**config.mk**
```make
export PLATFORM = sky130hd
export DESIGN_NAME = dynamic_range_compressor_flat
export DESIGN_NICKNAME = d
export VERILOG_FILES = /design/src/design/drc_pkg.sv /design/src/design/drc_if.sv /design/src/design/dynamic_range_compressor.sv /design/src/flat_wrapper.sv
export SDC_FILE = /design/constraint.sdc
export NUM_CORES = 2
export LEC_CHECK = 0
export BUFFER_PORTS_ARGS = -buffer_cell sky130_fd_sc_hd__buf_2
export CAP_MARGIN = 0
export CORE_MARGIN = 3
export CORE_UTILIZATION = 40
export DETAILED_ROUTE_END_ITERATION = 8
export PLACE_DENSITY = 0.56
export SLEW_MARGIN = 20
export SYNTH_ARGS = -nofsm -noshare
export SYNTH_HDL_FRONTEND = slang
export SYNTH_SLANG_ARGS = --single-unit
```
**constraint.sdc**
```tcl
create_clock -name clk -period 13.5 [get_ports clk]
set_clock_uncertainty 0.2 [all_clocks]
set_input_delay 0.675 -clock clk [delete_from_list [all_inputs] [get_ports clk]]
set_output_delay 0.675 -clock clk [all_outputs]
set_load 0.005 [all_outputs]
```
**src/design/drc_pkg.sv**
```systemverilog
// ----------------------------------------------------------------------------
// drc_pkg
// types, constants and constant tables shared by the compressor files
// ----------------------------------------------------------------------------
`default_nettype none

package drc_pkg;

    localparam int SAMPLE_W = 24;

    typedef logic [SAMPLE_W-1:0] sample_t;
    typedef logic [23:0]         coeff_t;
    typedef logic [14:0]         db_t;
    typedef logic [15:0]         ratio_t;
    typedef logic [13:0]         makeup_t;
    typedef logic [12:0]         gain_t;
    typedef logic [2:0]          cfg_idx_t;
    typedef logic [23:0]         cfg_data_t;

    // configuration register indexes
    localparam cfg_idx_t CFG_ATTACK  = 3'd0;
    localparam cfg_idx_t CFG_RELEASE = 3'd1;
    localparam cfg_idx_t CFG_THRESH  = 3'd2;
    localparam cfg_idx_t CFG_RATIO   = 3'd3;
    localparam cfg_idx_t CFG_KNEE    = 3'd4;
    localparam cfg_idx_t CFG_MAKEUP  = 3'd5;
    localparam cfg_idx_t CFG_SOFT    = 3'd6;

    // reset values of the configuration registers
    localparam coeff_t  RST_ATTACK  = 24'd16358000;
    localparam coeff_t  RST_RELEASE = 24'd16769000;
    localparam db_t     RST_THRESH  = 15'h7400;
    localparam ratio_t  RST_RATIO   = 16'd8192;
    localparam db_t     RST_KNEE    = 15'd2560;
    localparam makeup_t RST_MAKEUP  = 14'd4096;

    localparam sample_t HALF_SCALE = 24'h80_0000;
    localparam gain_t   UNITY_GAIN = 13'd4096;
    localparam logic [15:0] Q15_ONE  = 16'd32768;
    localparam logic [31:0] DB_SCALE  = 32'd394566;   // 20*log10(2) in Q.16
    localparam logic [31:0] EXP_SCALE = 32'd2786635;  // log2(10)/20 scaled
    localparam logic [23:0] FLOOR_DB  = 24'd24576;    // 96 dB in Q8.8

    typedef logic [15:0][29:0] root_tbl_t;

    typedef enum logic [4:0] {
        ST_IDLE,
        ST_ENV_MUL,
        ST_ENV_UPD,
        ST_NORM,
        ST_LOG_SQ,
        ST_LOG_ACC,
        ST_DB_MUL,
        ST_DB_CHK,
        ST_HARD_MUL,
        ST_HARD_RND,
        ST_SQ_X,
        ST_SQ_S,
        ST_SQ_N,
        ST_DIV,
        ST_P_MUL,
        ST_P_RND,
        ST_EXP_MUL,
        ST_EXP_UPD,
        ST_EXP_FIN,
        ST_OUT_GM,
        ST_OUT_MAG,
        ST_OUT_RND
    } state_t;

    // floor integer square root, bit by bit
    function automatic logic [63:0] isqrt64(input logic [63:0] n);
        logic [63:0] res;
        logic [63:0] one;
        logic [63:0] rem;
        res = '0;
        one = 64'h4000_0000_0000_0000;
        rem = n;
        for (int i = 0; i < 32; i++)
        begin
            if (rem >= res + one)
            begin
                rem = rem - (res + one);
                res = (res >> 1) + one;
            end
            else
            begin
                res = res >> 1;
            end
            one = one >> 2;
        end
        return res;
    endfunction

    // entry k holds 2^-(2^-(k+1)) in Q.30, by repeated roots of one half
    function automatic root_tbl_t exp_roots();
        root_tbl_t   tbl;
        logic [63:0] root;
        tbl  = '0;
        root = 64'h2000_0000;
        for (int k = 0; k < 16; k++)
        begin
            root   = isqrt64(root << 30);
            tbl[k] = root[29:0];
        end
        return tbl;
    endfunction

    localparam root_tbl_t EXP_ROOTS = exp_roots();

endpackage

`default_nettype wire

```
**src/design/drc_if.sv**
```systemverilog
// ----------------------------------------------------------------------------
// drc_in_if / drc_out_if
// valid/ready channels carrying input and result words
// ----------------------------------------------------------------------------
`default_nettype none

interface drc_in_if;
    logic             valid;
    logic             ready;
    logic             channel;
    drc_pkg::sample_t sample_in;

    modport source (output valid, output channel, output sample_in, input ready);
    modport sink   (input valid, input channel, input sample_in, output ready);
endinterface

interface drc_out_if;
    logic             valid;
    logic             ready;
    logic             channel_out;
    drc_pkg::sample_t sample_out;
    drc_pkg::gain_t   gain_applied;

    modport source (output valid, output channel_out, output sample_out,
                    output gain_applied, input ready);
    modport sink   (input valid, input channel_out, input sample_out,
                    input gain_applied, output ready);
endinterface

`default_nettype wire

```
**src/design/dynamic_range_compressor.sv**
```systemverilog
// ----------------------------------------------------------------------------
// dynamic_range_compressor
// per-channel peak follower, log level, hard/soft knee gain computer,
// exp gain and makeup, all on one shared 32x32 multiplier
// ----------------------------------------------------------------------------
// paths: a zero envelope goes straight to the output multiplies, the longest
//   path is a 23-step normalization, 16 log squarings, the 16-step knee division
//   and the 16 exp multiplies, each run one step a cycle on the shared
//   multiplier / subtractor
// throughput: one word at a time; din.ready is high only while idle, and a
//   finished result waits in the output register while the next word enters
// reset: rst_n clears the control state, the envelopes and restores the
//   configuration register defaults
`default_nettype none

module dynamic_range_compressor #(
    parameter int CHANNELS = 2
) (
    input  wire                  clk,
    input  wire                  rst_n,
    drc_in_if.sink               din,
    drc_out_if.source            dout,
    input  wire                  cfg_we,
    input  drc_pkg::cfg_idx_t    cfg_index,
    input  drc_pkg::cfg_data_t   cfg_data
);
    import drc_pkg::*;

    localparam int IDX_W = (CHANNELS > 1) ? $clog2(CHANNELS) : 1;

    // configuration registers
    coeff_t  attack_reg;
    coeff_t  release_reg;
    db_t     thr_reg;
    ratio_t  ratio_reg;
    db_t     knee_reg;
    makeup_t makeup_reg;
    logic    soft_reg;

    // envelope store, one per channel
    sample_t env_mem [CHANNELS];
    logic    env_we;

    state_t state_reg, state_next;

    logic              ch_reg, ch_next;
    logic              neg_reg, neg_next;
    sample_t           a_reg, a_next;
    logic [IDX_W-1:0]  idx_reg, idx_next;
    sample_t           env_reg, env_next;      // envelope, then normalized mantissa
    logic [4:0]        s_reg, s_next;          // normalization shift count
    logic [31:0]       m_reg, m_next;          // log mantissa, then exp value
    logic [15:0]       frac_reg, frac_next;    // log fraction, then exp fraction
    logic [3:0]        k_reg, k_next;
    logic [63:0]       prod_reg;
    logic [16:0]       red_reg, red_next;      // reduction, also quotient
    logic [16:0]       opnd_reg, opnd_next;    // positive excess or knee x
    logic [6:0]        ip_reg, ip_next;
    gain_t             gain_reg, gain_next;
    logic [49:0]       rem_reg, rem_next;
    logic [49:0]       dv_reg, dv_next;

    logic              out_valid_reg, out_valid_next;
    logic              out_ch_reg, out_ch_next;
    sample_t           out_sample_reg, out_sample_next;
    gain_t             out_gain_reg, out_gain_next;

    // shared multiplier
    logic [31:0]       mul_a;
    logic [31:0]       mul_b;
    logic              mul_en;

    // decisions used by both the sequencer and the datapath
    logic              in_fire;
    logic              env_up;
    logic [47:0]       env_rsum;
    logic [24:0]       env_sum;
    sample_t           env_new;
    logic [47:0]       db_sum;
    logic [23:0]       db_mag;
    logic              db_floor;
    logic signed [19:0] d_val;
    logic signed [19:0] d2;
    logic signed [19:0] w_s;
    logic              knee_on;
    logic              below_knee;
    logic              in_knee;
    logic [16:0]       knee_x;
    logic [15:0]       slope;
    logic [31:0]       v_sh;
    logic [31:0]       g_sum;
    logic [51:0]       mag_sum;
    logic [27:0]       mag;
    sample_t           sat_mag;
    logic              out_load;

    assign in_fire = din.valid && din.ready;
    assign din.ready = (state_reg == ST_IDLE);

    assign dout.valid        = out_valid_reg;
    assign dout.channel_out  = out_ch_reg;
    assign dout.sample_out   = out_sample_reg;
    assign dout.gain_applied = out_gain_reg;

    // envelope step: a -/+ round(coeff*|a-env|)
    assign env_up   = a_reg > env_reg;
    assign env_rsum = prod_reg[47:0] + 48'h80_0000;
    assign env_sum  = env_up ? (25'(a_reg) - 25'(env_rsum[47:24]))
                             : (25'(a_reg) + 25'(env_rsum[47:24]));
    assign env_new  = (env_sum > 25'(HALF_SCALE)) ? HALF_SCALE : env_sum[23:0];

    // level in dB and distance to the threshold
    assign db_sum   = prod_reg[47:0] + 48'h80_0000;
    assign db_mag   = db_sum[47:24];
    assign db_floor = db_mag >= FLOOR_DB;
    assign d_val    = $signed(20'd0) - $signed({3'b000, db_mag[16:0]})
                      - $signed({{5{thr_reg[14]}}, thr_reg});
    assign d2       = {d_val[18:0], 1'b0};
    assign w_s      = $signed({5'b00000, knee_reg});
    assign knee_on  = soft_reg && (knee_reg != '0);
    assign below_knee = d2 < -w_s;
    assign in_knee  = d2 <= w_s;
    assign knee_x   = 17'(d2 + w_s);
    assign slope    = ratio_reg[15] ? 16'd0 : (Q15_ONE - ratio_reg);

    // exp final scaling and output rounding
    assign v_sh    = (ip_reg >= 7'd31) ? 32'd0 : (m_reg >> ip_reg[4:0]);
    assign g_sum   = v_sh + 32'h0002_0000;
    assign mag_sum = prod_reg[51:0] + 52'h80_0000;
    assign mag     = mag_sum[51:24];
    assign out_load = (state_reg == ST_OUT_RND) && (!out_valid_reg || dout.ready);

    always_comb
    begin
        if (neg_reg)
            sat_mag = (mag > 28'(HALF_SCALE)) ? HALF_SCALE : mag[23:0];
        else
            sat_mag = (mag > 28'(HALF_SCALE - 24'd1)) ? (HALF_SCALE - 24'd1) : mag[23:0];
    end

    // sequencer
    always_comb
    begin
        state_next = state_reg;
        unique case (state_reg)
            ST_IDLE:     if (in_fire) state_next = ST_ENV_MUL;
            ST_ENV_MUL:  state_next = ST_ENV_UPD;
            ST_ENV_UPD:  state_next = (env_new == '0) ? ST_OUT_GM : ST_NORM;
            ST_NORM:     if (env_reg[23]) state_next = ST_LOG_SQ;
            ST_LOG_SQ:   state_next = ST_LOG_ACC;
            ST_LOG_ACC:  state_next = (k_reg == 4'd15) ? ST_DB_MUL : ST_LOG_SQ;
            ST_DB_MUL:   state_next = ST_DB_CHK;
            ST_DB_CHK:
            begin
                if (db_floor)
                    state_next = ST_OUT_GM;
                else if (knee_on && below_knee)
                    state_next = ST_P_MUL;
                else if (knee_on && in_knee)
                    state_next = ST_SQ_X;
                else if (d_val > 0)
                    state_next = ST_HARD_MUL;
                else
                    state_next = ST_P_MUL;
            end
            ST_HARD_MUL: state_next = ST_HARD_RND;
            ST_HARD_RND: state_next = ST_P_MUL;
            ST_SQ_X:     state_next = ST_SQ_S;
            ST_SQ_S:     state_next = ST_SQ_N;
            ST_SQ_N:     state_next = ST_DIV;
            ST_DIV:      if (k_reg == 4'd15) state_next = ST_P_MUL;
            ST_P_MUL:    state_next = ST_P_RND;
            ST_P_RND:    state_next = ST_EXP_MUL;
            ST_EXP_MUL:  state_next = ST_EXP_UPD;
            ST_EXP_UPD:  state_next = (k_reg == 4'd15) ? ST_EXP_FIN : ST_EXP_MUL;
            ST_EXP_FIN:  state_next = ST_OUT_GM;
            ST_OUT_GM:   state_next = ST_OUT_MAG;
            ST_OUT_MAG:  state_next = ST_OUT_RND;
            ST_OUT_RND:  if (out_load) state_next = ST_IDLE;
            default:     state_next = ST_IDLE;
        endcase
    end

    // datapath and multiplier operand selection
    always_comb
    begin
        ch_next    = ch_reg;
        neg_next   = neg_reg;
        a_next     = a_reg;
        idx_next   = idx_reg;
        env_next   = env_reg;
        s_next     = s_reg;
        m_next     = m_reg;
        frac_next  = frac_reg;
        k_next     = k_reg;
        red_next   = red_reg;
        opnd_next  = opnd_reg;
        ip_next    = ip_reg;
        gain_next  = gain_reg;
        rem_next   = rem_reg;
        dv_next    = dv_reg;
        env_we     = 1'b0;
        mul_a      = '0;
        mul_b      = '0;
        mul_en     = 1'b0;
        out_ch_next     = out_ch_reg;
        out_sample_next = out_sample_reg;
        out_gain_next   = out_gain_reg;
        out_valid_next  = out_valid_reg;
        if (dout.ready)
            out_valid_next = 1'b0;

        unique case (state_reg)
            ST_IDLE:
            begin
                if (in_fire)
                begin
                    ch_next  = din.channel;
                    neg_next = din.sample_in[SAMPLE_W-1];
                    a_next   = din.sample_in[SAMPLE_W-1] ? (~din.sample_in + 24'd1)
                                                         : din.sample_in;
                    idx_next = (CHANNELS > 1) ? IDX_W'(din.channel) : '0;
                    env_next = env_mem[(CHANNELS > 1) ? IDX_W'(din.channel) : '0];
                end
            end
            ST_ENV_MUL:
            begin
                mul_en = 1'b1;
                mul_a  = 32'(env_up ? attack_reg : release_reg);
                mul_b  = 32'(env_up ? (a_reg - env_reg) : (env_reg - a_reg));
            end
            ST_ENV_UPD:
            begin
                env_we    = 1'b1;
                env_next  = env_new;
                s_next    = '0;
                gain_next = UNITY_GAIN;
            end
            ST_NORM:
            begin
                if (env_reg[23])
                begin
                    m_next    = {env_reg, 8'h00};
                    k_next    = '0;
                    frac_next = '0;
                end
                else
                begin
                    env_next = {env_reg[22:0], 1'b0};
                    s_next   = s_reg + 5'd1;
                end
            end
            ST_LOG_SQ:
            begin
                mul_en = 1'b1;
                mul_a  = m_reg;
                mul_b  = m_reg;
            end
            ST_LOG_ACC:
            begin
                if (prod_reg[63])
                begin
                    m_next    = prod_reg[63:32];
                    frac_next = {frac_reg[14:0], 1'b1};
                end
                else
                begin
                    m_next    = prod_reg[62:31];
                    frac_next = {frac_reg[14:0], 1'b0};
                end
                k_next = k_reg + 4'd1;
            end
            ST_DB_MUL:
            begin
                mul_en = 1'b1;
                mul_a  = 32'({s_reg, 16'h0000}) - 32'(frac_reg);
                mul_b  = DB_SCALE;
            end
            ST_DB_CHK:
            begin
                red_next  = '0;
                gain_next = UNITY_GAIN;
                if (knee_on && !below_knee && in_knee)
                    opnd_next = knee_x;
                else
                    opnd_next = d_val[16:0];
            end
            ST_HARD_MUL:
            begin
                mul_en = 1'b1;
                mul_a  = 32'(opnd_reg);
                mul_b  = 32'(slope);
            end
            ST_HARD_RND:
            begin
                red_next = 17'((prod_reg[33:0] + 34'd16384) >> 15);
            end
            ST_SQ_X:
            begin
                mul_en = 1'b1;
                mul_a  = 32'(opnd_reg);
                mul_b  = 32'(opnd_reg);
            end
            ST_SQ_S:
            begin
                mul_en = 1'b1;
                mul_a  = prod_reg[31:0];
                mul_b  = 32'(slope);
            end
            ST_SQ_N:
            begin
                // numerator plus half the divisor, divisor is width * 2^18
                rem_next = 50'(prod_reg[47:0]) + 50'({knee_reg, 17'h00000});
                dv_next  = 50'({knee_reg, 33'h0});
                red_next = '0;
                k_next   = '0;
            end
            ST_DIV:
            begin
                if (rem_reg >= dv_reg)
                begin
                    rem_next = rem_reg - dv_reg;
                    red_next = {red_reg[15:0], 1'b1};
                end
                else
                begin
                    red_next = {red_reg[15:0], 1'b0};
                end
                dv_next = dv_reg >> 1;
                k_next  = k_reg + 4'd1;
            end
            ST_P_MUL:
            begin
                mul_en = 1'b1;
                mul_a  = 32'(red_reg);
                mul_b  = EXP_SCALE;
            end
            ST_P_RND:
            begin
                frac_next = 16'((prod_reg[38:0] + 39'h8000) >> 16);
                ip_next   = 7'((prod_reg[38:0] + 39'h8000) >> 32);
                m_next    = 32'h4000_0000;
                k_next    = '0;
            end
            ST_EXP_MUL:
            begin
                mul_en = 1'b1;
                mul_a  = m_reg;
                mul_b  = 32'(EXP_ROOTS[k_reg]);
            end
            ST_EXP_UPD:
            begin
                // fraction bits are taken msb first
                if (frac_reg[~k_reg])
                    m_next = prod_reg[61:30];
                k_next = k_reg + 4'd1;
            end
            ST_EXP_FIN:
            begin
                gain_next = g_sum[30:18];
            end
            ST_OUT_GM:
            begin
                mul_en = 1'b1;
                mul_a  = 32'(gain_reg);
                mul_b  = 32'(makeup_reg);
            end
            ST_OUT_MAG:
            begin
                mul_en = 1'b1;
                mul_a  = 32'(a_reg);
                mul_b  = 32'(prod_reg[26:0]);
            end
            ST_OUT_RND:
            begin
                if (out_load)
                begin
                    out_valid_next  = 1'b1;
                    out_ch_next     = ch_reg;
                    out_sample_next = neg_reg ? (~sat_mag + 24'd1) : sat_mag;
                    out_gain_next   = gain_reg;
                end
            end
            default:
            begin
            end
        endcase
    end

    // control state and envelopes
    always_ff @(posedge clk or negedge rst_n)
    begin
        if (!rst_n)
        begin
            state_reg     <= ST_IDLE;
            out_valid_reg <= 1'b0;
            for (int i = 0; i < CHANNELS; i++)
                env_mem[i] <= '0;
        end
        else
        begin
            state_reg     <= state_next;
            out_valid_reg <= out_valid_next;
            if (env_we)
                env_mem[idx_reg] <= env_new;
        end
    end

    // configuration registers
    always_ff @(posedge clk or negedge rst_n)
    begin
        if (!rst_n)
        begin
            attack_reg  <= RST_ATTACK;
            release_reg <= RST_RELEASE;
            thr_reg     <= RST_THRESH;
            ratio_reg   <= RST_RATIO;
            knee_reg    <= RST_KNEE;
            makeup_reg  <= RST_MAKEUP;
            soft_reg    <= 1'b0;
        end
        else if (cfg_we)
        begin
            unique case (cfg_index)
                CFG_ATTACK:  attack_reg  <= cfg_data[23:0];
                CFG_RELEASE: release_reg <= cfg_data[23:0];
                CFG_THRESH:  thr_reg     <= cfg_data[14:0];
                CFG_RATIO:   ratio_reg   <= cfg_data[15:0];
                CFG_KNEE:    knee_reg    <= cfg_data[14:0];
                CFG_MAKEUP:  makeup_reg  <= cfg_data[13:0];
                CFG_SOFT:    soft_reg    <= cfg_data[0];
                default:
                begin
                end
            endcase
        end
    end

    // payload registers
    always_ff @(posedge clk)
    begin
        ch_reg         <= ch_next;
        neg_reg        <= neg_next;
        a_reg          <= a_next;
        idx_reg        <= idx_next;
        env_reg        <= env_next;
        s_reg          <= s_next;
        m_reg          <= m_next;
        frac_reg       <= frac_next;
        k_reg          <= k_next;
        red_reg        <= red_next;
        opnd_reg       <= opnd_next;
        ip_reg         <= ip_next;
        gain_reg       <= gain_next;
        rem_reg        <= rem_next;
        dv_reg         <= dv_next;
        out_ch_reg     <= out_ch_next;
        out_sample_reg <= out_sample_next;
        out_gain_reg   <= out_gain_next;
        if (mul_en)
            prod_reg <= mul_a * mul_b;
    end

endmodule

`default_nettype wire

```
**src/flat_wrapper.sv**
```systemverilog
// flat-port wrapper written by rule: the top's interface ports become plain ports
module dynamic_range_compressor_flat import drc_pkg::*;
#(
    parameter int CHANNELS = 2
)
  (clk, rst_n, cfg_we, cfg_index, cfg_data, din_valid, din_channel, din_sample_in, din_ready, dout_valid, dout_channel_out, dout_sample_out, dout_gain_applied, dout_ready);
  drc_in_if din_i ();
  drc_out_if dout_i ();
  input  wire clk;
  input  wire rst_n;
  input  wire cfg_we;
  input  drc_pkg::cfg_idx_t cfg_index;
  input  drc_pkg::cfg_data_t cfg_data;
  input wire logic [$bits(din_i.valid)-1:0] din_valid;
  input wire logic [$bits(din_i.channel)-1:0] din_channel;
  input wire logic [$bits(din_i.sample_in)-1:0] din_sample_in;
  output wire logic [$bits(din_i.ready)-1:0] din_ready;
  output wire logic [$bits(dout_i.valid)-1:0] dout_valid;
  output wire logic [$bits(dout_i.channel_out)-1:0] dout_channel_out;
  output wire logic [$bits(dout_i.sample_out)-1:0] dout_sample_out;
  output wire logic [$bits(dout_i.gain_applied)-1:0] dout_gain_applied;
  input wire logic [$bits(dout_i.ready)-1:0] dout_ready;
  assign din_i.valid = din_valid;
  assign din_i.channel = din_channel;
  assign din_i.sample_in = din_sample_in;
  assign din_ready = din_i.ready;
  assign dout_valid = dout_i.valid;
  assign dout_channel_out = dout_i.channel_out;
  assign dout_sample_out = dout_i.sample_out;
  assign dout_gain_applied = dout_i.gain_applied;
  assign dout_i.ready = dout_ready;
  dynamic_range_compressor #(.CHANNELS(CHANNELS)) u_core (.clk(clk), .rst_n(rst_n), .din(din_i), .dout(dout_i), .cfg_we(cfg_we), .cfg_index(cfg_index), .cfg_data(cfg_data));
endmodule
```
==> impl_metrics.env <==
export IMPL_tns_ns=0
export IMPL_synth_fa_ha_area_share_pct=33.8
export IMPL_holdCritStartpoint="cfg_data[23]"
export IMPL_holdPathStages=2
export IMPL_cts_sinks=553
export IMPL_place_port_buffers=96
export IMPL_avgSynthCellArea_sq_um=8.99
export IMPL_final_common_cell="inv_1"
export IMPL_setup_violations=0
export IMPL_relSlewSlack_pct=21.3
export IMPL_vias=59400
export IMPL_grt_pass1_wl_microns=395000
export IMPL_syn_nets=9383
export IMPL_ant_nets=0
export IMPL_drv_cap=0
export IMPL_crit_start="u_core.a_reg[15]"
export IMPL_max_freq_ghz=0.0778
export IMPL_min_to="u_core.attack_reg[23]"
export IMPL_syn_to_final_growth_pct=8.98
export IMPL_place_inst=10200
export IMPL_row_count=154
export IMPL_avgRoutedWirePerCell_microns=25.9
export IMPL_clkTransAtPathRegs_ns=0.07
export IMPL_drtIter0Drc=6221
export IMPL_routed_via_density=5.75
export IMPL_die_area_sq_mm=0.183
export IMPL_regToRegStartpoint="u_core.a_reg[15]"
export IMPL_crit_path_top_delay_cell="a31oi_4"
export IMPL_synth_ff_type="edfxtp_1"
export IMPL_antenna_found_initial=19
export IMPL_drc=0
export IMPL_netlist_area_sq_mm=0.0713
export IMPL_post_place_ws_ns=0.838
export IMPL_rrSetupSlack_ns=0.65
export IMPL_wl_microns=268000
export IMPL_tightest_slew_ns=1.18
export IMPL_grt_start_max_net_pins=89
export IMPL_synth_compound_area_share_pct=12.4
export IMPL_status="finished clean"
export IMPL_first_pass_iters=8
export IMPL_synth_simple_area_share_pct=15.1
export IMPL_core_sq_mm=0.177
export IMPL_critPathMostFrequentCell="fa_1"
export IMPL_synthCells=7938
export IMPL_period_share_pct=95.2
export IMPL_synthArstFlopShare_pct=29.5
export IMPL_finalInstanceArea_sq_mm=0.0778
export IMPL_ys_seq_area_share_pct=21.8
export IMPL_synth_edf_count=361
export IMPL_synth_top_family_by_area="adder cells"
export IMPL_grt_pass1_vias=59700
export IMPL_hold_path_class="in2reg"
export IMPL_synth_mux_area_share_pct=3.39
export IMPL_dp_hpwl_microns=216000
export IMPL_rr_endpoint="u_core.prod_reg[60]"
export IMPL_overflow=0
export IMPL_fin_cells=10300
export IMPL_crit_arrival_ns=13.07
export IMPL_fin_crit_ns=12.85
export IMPL_cts_buffers=67
export IMPL_final_max_slew_violation_count=0
export IMPL_fp_dieW_microns=428
export IMPL_final_nets=9384
export IMPL_rsz0062_at_grt="false"
export IMPL_yosys_register_bits=553
export IMPL_tritoncts="done"
export IMPL_worstSetupPathType="reg2reg"
export IMPL_die_h_microns=428
export IMPL_fin_ws_ns=0.647
export IMPL_clock_latency_ns=0.66
export IMPL_worstPathRequired_ns=13.71
export IMPL_grt_usage_pct=28.8
export IMPL_synth_cell_types=113
export IMPL_post_cts_resized=0
export IMPL_cts_root_buf="clkbuf_16"
export IMPL_hold_viol=0
export IMPL_layout_common_cells="1244 x inv_1, 990 x nand2_1, 903 x fa_1"
export IMPL_gp_congestion=1.01
export IMPL_final_layout_size_suffix_gt1_share_pct=9.05
export IMPL_clockBufferDepth=3
export IMPL_critPathMaxFanout=18
export IMPL_reg2reg_depth=37
export IMPL_synthXorXnorAreaFrac_pct=4.69
export IMPL_endpoint_kind="flop"
export IMPL_cp_start_kind="flop"
export IMPL_place_area_sq_mm=0.0754
export IMPL_cpPeakStageDelay_ns=0.72
export IMPL_start_util_pct=40.4
export IMPL_largest_reg_flops=64
export IMPL_cts_htree_levels=3
export IMPL_ys_warn_count=0
export IMPL_io_pins=97
## cells by family (layout without fill, tap and decap cells)
kind of cell               Yosys count  in the layout
AOI/OAI and AO/OA                 1327           1327
xor gates and xnor gates           380            380
adders and majority gates         1388           1388
buffers and inverters             1649           1702
DFF                                553            553
muxes                              206            206
other                                0              9
and+or+nand+nor                   2435           2435
## final cells by class
type	instances	area, sq um
inverters	1249	4690
repair buffers	332	2280
diodes	9	22.5
fillers	17500	98900
well taps	2340	2930
multi-input cells	5736	50000
clock inverters	35	429
clock buffers	86	1900
flip-flops and latches	553	15500
## worst max-delay path by stage
stage / endpoint / slack [ns] / depth (start not counted)
2_1_floorplan: u_core.prod_reg[60] / 2.51 / 39
3_3_place_gp: u_core.prod_reg[60] / 1.05 / 37
3_5_place_dp: u_core.prod_reg[60] / 0.84 / 38
4_1_cts: u_core.prod_reg[60] / 0.81 / 38
5_1_grt: u_core.prod_reg[56] / 0.22 / 39
6_report: u_core.prod_reg[60] / 0.65 / 37
## per-stage QoR
step | utilization [%] | hold slack [ns]
after global routing | 44.0 | 0.0635
after global placement | 42.7 | 0.258
after floorplan | - | 0.179
after detailed placement | 42.7 | 0.265
final | 44.0 | 0.0876
after CTS | 44.0 | 0.0443
## repair_timing
action	CTS	global route
buffers inserted	0	0
hold endpoints to repair	48	0
hold buffers	1	0
## cells in the mapped netlist, drive strengths merged, types with 67 or more instances
master / count / area (sq um)
inv: 1245 / 4670
nand2: 991 / 3720
fa: 903 / 18100
nor2: 796 / 2990
ha: 485 / 6070
edfxtp: 361 / 10800
clkbuf: 330 / 1240
a21oi: 323 / 1620
o21ai: 304 / 1520
xnor2: 235 / 2070
xor2: 145 / 1280
a21o: 138 / 1040
dfrtp: 123 / 3080
nand3: 103 / 533
mux2: 95 / 1080
mux2i: 93 / 931
nand2b: 88 / 551
nor3: 85 / 453
buf: 70 / 348
o31ai: 67 / 508
## layer usage
| layer | up-vias | share of wire (%) | global-route usage [%] |
|---|---|---|---|
| li1 | 26000 | - | - |
| met1 | 30100 | 41 | 39.0 |
| met2 | 2682 | 44 | 44.8 |
| met3 | 573 | 9.1 | 5.96 |
| met4 | 16 | 5.3 | 12.6 |
| met5 | - | 0.036 | 0 |
## critical path, delay by kind of cell, from the launching register on
kind / cells / cell delay, ns
mux: 1 / 0.43
fa+ha+maj: 10 / 5.04
xor+xnor: 1 / 0.08
buf+inv: 5 / 0.69
simple gates: 7 / 1.45
flops: 1 / 0.62
compound gates: 13 / 4.05
Power is left out: the tool's default activity adds up to more than one toggle a clock period on the data nets, which glitch-free logic cannot reach.
